**src/hw/rtl/rvs_pkg.sv**
```systemverilog
// Shared types and constants for the RV32I step core.
// No dependencies; imported by every module of the block.
`timescale 1ns / 1ps
`default_nettype none

package rvs_pkg;

    localparam int MEM_BYTES = 16384;
    localparam int ROWS      = MEM_BYTES / 4;
    localparam int ROW_W     = $clog2(ROWS);

    localparam logic [31:0] MEM_TOP   = 32'(MEM_BYTES);
    localparam logic [31:0] WORD_LAST = 32'(MEM_BYTES - 4);

    localparam logic [6:0] OPC_REG    = 7'h33;
    localparam logic [6:0] OPC_IMM    = 7'h13;
    localparam logic [6:0] OPC_LOAD   = 7'h03;
    localparam logic [6:0] OPC_STORE  = 7'h23;
    localparam logic [6:0] OPC_BRANCH = 7'h63;
    localparam logic [6:0] OPC_LUI    = 7'h37;
    localparam logic [6:0] OPC_AUIPC  = 7'h17;
    localparam logic [6:0] OPC_JAL    = 7'h6F;
    localparam logic [6:0] OPC_JALR   = 7'h67;
    localparam logic [6:0] OPC_SYSTEM = 7'h73;

    localparam logic [6:0] F7_BASE = 7'h00;
    localparam logic [6:0] F7_ALT  = 7'h20;

    localparam logic [4:0] REG_A0 = 5'd10;
    localparam logic [4:0] REG_A7 = 5'd17;

    localparam logic [31:0] CALL_PRINT = 32'd1;
    localparam logic [31:0] CALL_EXIT  = 32'd10;

    localparam logic [31:0] SP_INIT = 32'h0000_3ffc;
    localparam logic [31:0] GP_INIT = 32'h0000_1800;

    localparam logic [2:0] EV_WRITE   = 3'd0;
    localparam logic [2:0] EV_EXEC    = 3'd1;
    localparam logic [2:0] EV_PRINT   = 3'd2;
    localparam logic [2:0] EV_EXIT    = 3'd3;
    localparam logic [2:0] EV_PCFAULT = 3'd4;

    typedef enum logic [2:0] {
        S_CLEAR,
        S_IDLE,
        S_FETCH,
        S_EXEC,
        S_LOAD,
        S_OUT
    } state_t;

    typedef struct packed {
        logic       op;
        logic [13:0] load_address;
        logic [7:0] load_byte;
    } in_item_t;

    typedef struct packed {
        logic [2:0]         event_res;
        logic signed [31:0] print_value;
        logic [31:0]        next_pc;
        logic               access_fault;
    } out_item_t;

    typedef struct packed {
        logic clear;
        logic accept;
        logic fetch;
        logic exec;
        logic load_wb;
        logic out_load;
    } cmd_t;

    typedef struct packed {
        logic clear_done;
        logic need_fetch;
        logic need_load;
    } stat_t;

endpackage

`default_nettype wire

```
**src/hw/rtl/rvs_ctrl.sv**
```systemverilog
// Sequencer for the RV32I step core: memory clear, fetch, execute, load, output.
// Depends on rvs_pkg.
`timescale 1ns / 1ps
`default_nettype none

module rvs_ctrl (
    input  wire logic          clk,
    input  wire logic          rst_n,
    input  wire logic          in_valid,
    output logic               in_stall,
    output logic               out_valid,
    input  wire logic          out_stall,
    input  wire rvs_pkg::stat_t stat,
    output rvs_pkg::cmd_t      cmd
);
    import rvs_pkg::*;

    state_t state_reg, state_next;
    logic   out_valid_reg, out_valid_next;

    always_ff @(posedge clk or negedge rst_n)
    begin
        if (!rst_n)
        begin
            state_reg     <= S_CLEAR;
            out_valid_reg <= 1'b0;
        end
        else
        begin
            state_reg     <= state_next;
            out_valid_reg <= out_valid_next;
        end
    end

    always_comb
    begin
        state_next = state_reg;
        cmd        = '0;
        unique case (state_reg)
            S_CLEAR:
            begin
                cmd.clear = 1'b1;
                if (stat.clear_done)
                    state_next = S_IDLE;
            end
            S_IDLE:
            begin
                if (in_valid)
                begin
                    cmd.accept = 1'b1;
                    state_next = stat.need_fetch ? S_FETCH : S_OUT;
                end
            end
            S_FETCH:
            begin
                cmd.fetch  = 1'b1;
                state_next = S_EXEC;
            end
            S_EXEC:
            begin
                cmd.exec   = 1'b1;
                state_next = stat.need_load ? S_LOAD : S_OUT;
            end
            S_LOAD:
            begin
                cmd.load_wb = 1'b1;
                state_next  = S_OUT;
            end
            S_OUT:
            begin
                // wait for the output register to free up
                if (!out_valid_reg || !out_stall)
                begin
                    cmd.out_load = 1'b1;
                    state_next   = S_IDLE;
                end
            end
            default:
            begin
                state_next = S_IDLE;
            end
        endcase
    end

    always_comb
    begin
        if (cmd.out_load)
            out_valid_next = 1'b1;
        else if (!out_stall)
            out_valid_next = 1'b0;
        else
            out_valid_next = out_valid_reg;
    end

    assign in_stall  = (state_reg != S_IDLE);
    assign out_valid = out_valid_reg;

endmodule

`default_nettype wire

```
**config.mk**
```make
export PLATFORM = sky130hd
export DESIGN_NAME = rvs_ctrl
export DESIGN_NICKNAME = d
export VERILOG_FILES = /design/src/hw/rtl/rvs_pkg.sv /design/src/hw/rtl/rvs_ctrl.sv
export SDC_FILE = /design/constraint.sdc
export NUM_CORES = 1
export LEC_CHECK = 0
export BUFFER_PORTS_ARGS = -buffer_cell sky130_fd_sc_hd__buf_4
export CAP_MARGIN = 10
export CORE_AREA = 2 2 39 41
export DETAILED_ROUTE_END_ITERATION = 10
export DIE_AREA = 0 0 41 43
export PLACE_DENSITY_LB_ADDON = 0.15
export SYNTH_ARGS = -nofsm -noshare
export SYNTH_HDL_FRONTEND = slang
export SYNTH_SLANG_ARGS = --single-unit
```
**constraint.sdc**
```tcl
create_clock -name clk -period 3.5 [get_ports clk]
set_clock_uncertainty 0.2 [all_clocks]
set_input_delay 0.7 -clock clk [delete_from_list [all_inputs] [get_ports clk]]
set_output_delay 0.7 -clock clk [all_outputs]
set_load 0.02 [all_outputs]
```
---- After elaboration in Yosys (flattened, before gate mapping) ----
Cells that the tools add are included.
operators by class
  eq/ne operators ......................... 10
  reductions and logical operators ........ 5
  muxes and demuxes ....................... 16
operator list
  operator                                                                  number
  3-bit case mux with 6 select lines                                        1
  3-bit 2-to-1 mux                                                          4
  1-bit 2-to-1 mux                                                          11
  3-bit by 2-bit == test with 1-bit output (second input constant)          2
  3-bit == test (second input constant)                                     2
  2-bit inequality test (second input constant)                             3
  3-bit by 1-bit == test with 1-bit output (second input constant)          1
  3-bit logical NOT                                                         1
  3-bit by 1-bit inequality test with 1-bit output (second input constant)  1
  3-bit AND reduction                                                       1
  1-bit logical NOT                                                         2
  2-bit by 1-bit inequality test with 1-bit output (second input constant)  1
  1-bit logical OR                                                          1
word-level totals
  bits in registers ....................... 4
  bits of input ports ..................... 7

---- Logic depth before layout (Yosys ltp) ----
  depth after elaboration ................. 5
  mapped depth ............................ 4
  depth with buffers taken out ............ 3

---- Least setup slack after synthesis ----
No wires, ideal clock.
  path kind ............................... reg2out
  start point ............................. reg state_reg[1]
  end point ............................... out cmd[4] (netlist bit)
  path slack .............................. 1504 ps
  required time ........................... 2600 ps
  data arrival time ....................... 1096 ps
  stages on the path, launching flop included .. 4
  buffers on the path ..................... 0
  cells stage by stage .................... dfrtp_1 inv_2 nand3b_1 nor2_1
RTL lines
  what                      line            text
  start: declaration        rvs_ctrl.sv:18  state_t state_reg, state_next;
  start signal: assignment  rvs_ctrl.sv:30  state_reg <= state_next;
  end: declaration          rvs_ctrl.sv:14  output rvs_pkg::cmd_t cmd

==> results.yml <==
clocking:
  numCtsBuffers: 3
  clk_pin_slew_ns: 0.04
  clockRootBuffer: "clkbuf_4"
  cts.sinks: 4
  postCtsSetupBuffers: 0
  postCtsHoldBufs: 0
  h-tree-depth: 1
  cts_tree: "built"
  clkLatencyLatePin_ns: 0.23
  clockBufferDepth: 2
  cts-resized-gates: 0
synth:
  ys_top_cells_by_area: "dfrtp_1, nor2_1, nand2_1"
  synth.yosys.warnings: 0
  synth_largest_area_cell: "dfrtp_1"
  synth_cells: 28
  synth_edf_count: 0
  synth-async-reset-ratio: 1.00
  syn_avg_cell_area_sq_um: 8.71
  synth_cell_types: 19
  ys_ff_latch: 4
  synth.cell_area_sq_um: 244
  synth.top_cell.area_share: 0.410
  seq_area_frac_synth: 0.410
  synthFlopType: "dfrtp_1"
  syn_nets: 35
global_route:
  track_usage: 0.0887
  grt_antenna_before_repair: 0
  overflow: 0
  grt_pass1_vias: 245
  grt_max_degree: 10
  grt_pass1_wl_microns: 966
power_and_ir_drop:
  power.density_nw_per_um2: 846
  combPwrFrac: 0.521
  p_sw_frac: 0.438
  netSwitchingPower_w: 0.000140
  power_frac_clock: 0.178
  p_seq_frac: 0.301
  p_int_w: 0.000179
  cellLeakagePower_nw: 0.183
  ir_drop_mv: 0.217
  total_power_w: 0.000319
worst_setup_path:
  r2r-start: "state_reg[1]"
  cp.required_ns: 2.60
  crit_fanout: 6
  rr_worst_depth: 3
  r2r_end: "state_reg[0]"
  r2r_slack_ns: 2.23
  startpoint_type: "register"
  critical_path_class: "register to output port"
  cp_data_arrival_time_ns: 1.20
  cp-end-kind: "output port"
sta:
  tns_ns: 0
  fmax_mhz: 477
  slew_headroom: 0.800
  min_period_over_period: 0.600
  slew_violations: 0
  worst_pin_slew_ns: 0.300
  period_minus_slack_ns: 2.10
  hold_violations: 0
  finalSetupViolations: 0
  rsz0062_at_grt: "no"
floorplanning:
  dieArea_sq_um: 1760
  initial_core_util: 0.176
  rows: 14
  core_sq_um: 1380
  die_y_microns: 43
  die_x_microns: 41
  num_io_pins: 15
detailed_routing:
  via_per_inst: 4.31
  drt-pass1-iter-count: 2
  dr_total_vias: 254
  routedWlPerCell_microns: 10.2
  drc: 0
  drtIter0Drc: 9
  final_antenna_net_count: 0
  drt-total-wl_microns: 601
cells_and_area:
  largest_reg_flops: 3
  fin_nets: 52
  n_antenna_cell: 0
  drive_above_1_share: 0.465
  area_delta_synth_final_pct: 54.4
  postLayoutCoreUtil: 0.272
  fin_area_sq_um: 377
placement:
  io_buffers: 14
  dp_hpwl_microns: 491
  placed_area_sq_um: 354
  place_congestion: 0.731
flow_run:
  maxCapViolCount: 0
hold_path:
  hp-class: "input pin to async pin"
run_status:
  status: "finished, final reports clean"
[cells in the mapped netlist (2+ instances only)]
library cell  instances
dfrtp_1               4
nor2_1                4
nand2_1               3
a21oi_1               2
[metrics by stage]
stage | hold WS (ns) | setup slack, ns | instances
3_5_place_dp | 0.297 | 1.50 | 56
2_1_floorplan | 0.204 | 1.50 | 28
4_1_cts | 0.0443 | 1.37 | 59
5_1_grt | 0.0409 | 1.25 | 59
6_report | 0.0527 | 1.40 | 59
3_3_place_gp | 0.297 | 1.51 | 56
[area by class of cell]
class                           count  area (sq um)
Fill cell                         167          1010
Multi-Input combinational cell     20           121
Timing Repair Buffer               14           105
Sequential cell                     4           100
Clock buffer                        3          22.5
Tap cell                           16          20.0
Inverter                            2          7.51
[routing by layer]
layer	share of wire	up-vias	track usage
met2	0.58	6	0.119
met1	0.38	122	0.0945
met4	0	0	0.100
li1	-	126	-
met3	0.045	0	0.0314
met5	0	-	0
[cells by family after synthesis]
| group | share of synthesized area |
|---|---|
| AO/OA/AOI/OAI | 0.180 |
| flip-flops | 0.410 |
| buffers and inverters | 0.0923 |
| AND/OR/NAND/NOR | 0.318 |
[power by group through the flow]
stage	clock network (W)	registers [W]	logic, W
after floorplan	0	0.0000862	0.000118
after global placement	0	0.0000956	0.000169
after detailed placement	0	0.0000965	0.000169
after CTS	0.0000606	0.0000956	0.000169
after global routing	0.0000655	0.0000993	0.000179
final	0.0000568	0.0000960	0.000166
[worst max path at each step]
stage | start | to | slack (ns) | cells past startpoint
2_1_floorplan | state_reg[1] | cmd[4] | 1.50 | 3
3_3_place_gp | out_stall | cmd[0] | 1.51 | 3
3_5_place_dp | out_stall | cmd[0] | 1.50 | 3
4_1_cts | state_reg[1] | cmd[0] | 1.37 | 4
5_1_grt | state_reg[1] | cmd[0] | 1.25 | 4
6_report | state_reg[1] | cmd[0] | 1.40 | 4
[critical path, stage by stage, from the launching register on]
cell     delay (ns)
dfrtp_1        0.42
inv_2          0.13
nand3_1        0.11
a21oi_1        0.14
buf_4          0.15
[layout by cell type, fill, tap and decap left out]
master / count
nor3_2: 1
nor3_1: 1
o21bai_1: 1
inv_2: 1
nand2b_1: 1
nand2_1: 3
nand3_1: 1
o21a_1: 1
nor3b_1: 1
buf_4: 14
inv_1: 1
dfrtp_1: 4
nor2_1: 4
a21oi_1: 2
nand3_2: 1
o2bb2ai_1: 1
clkbuf_4: 3
nand3b_1: 1
a311o_1: 1
Note: power is estimated with default switching activity, not from simulation.
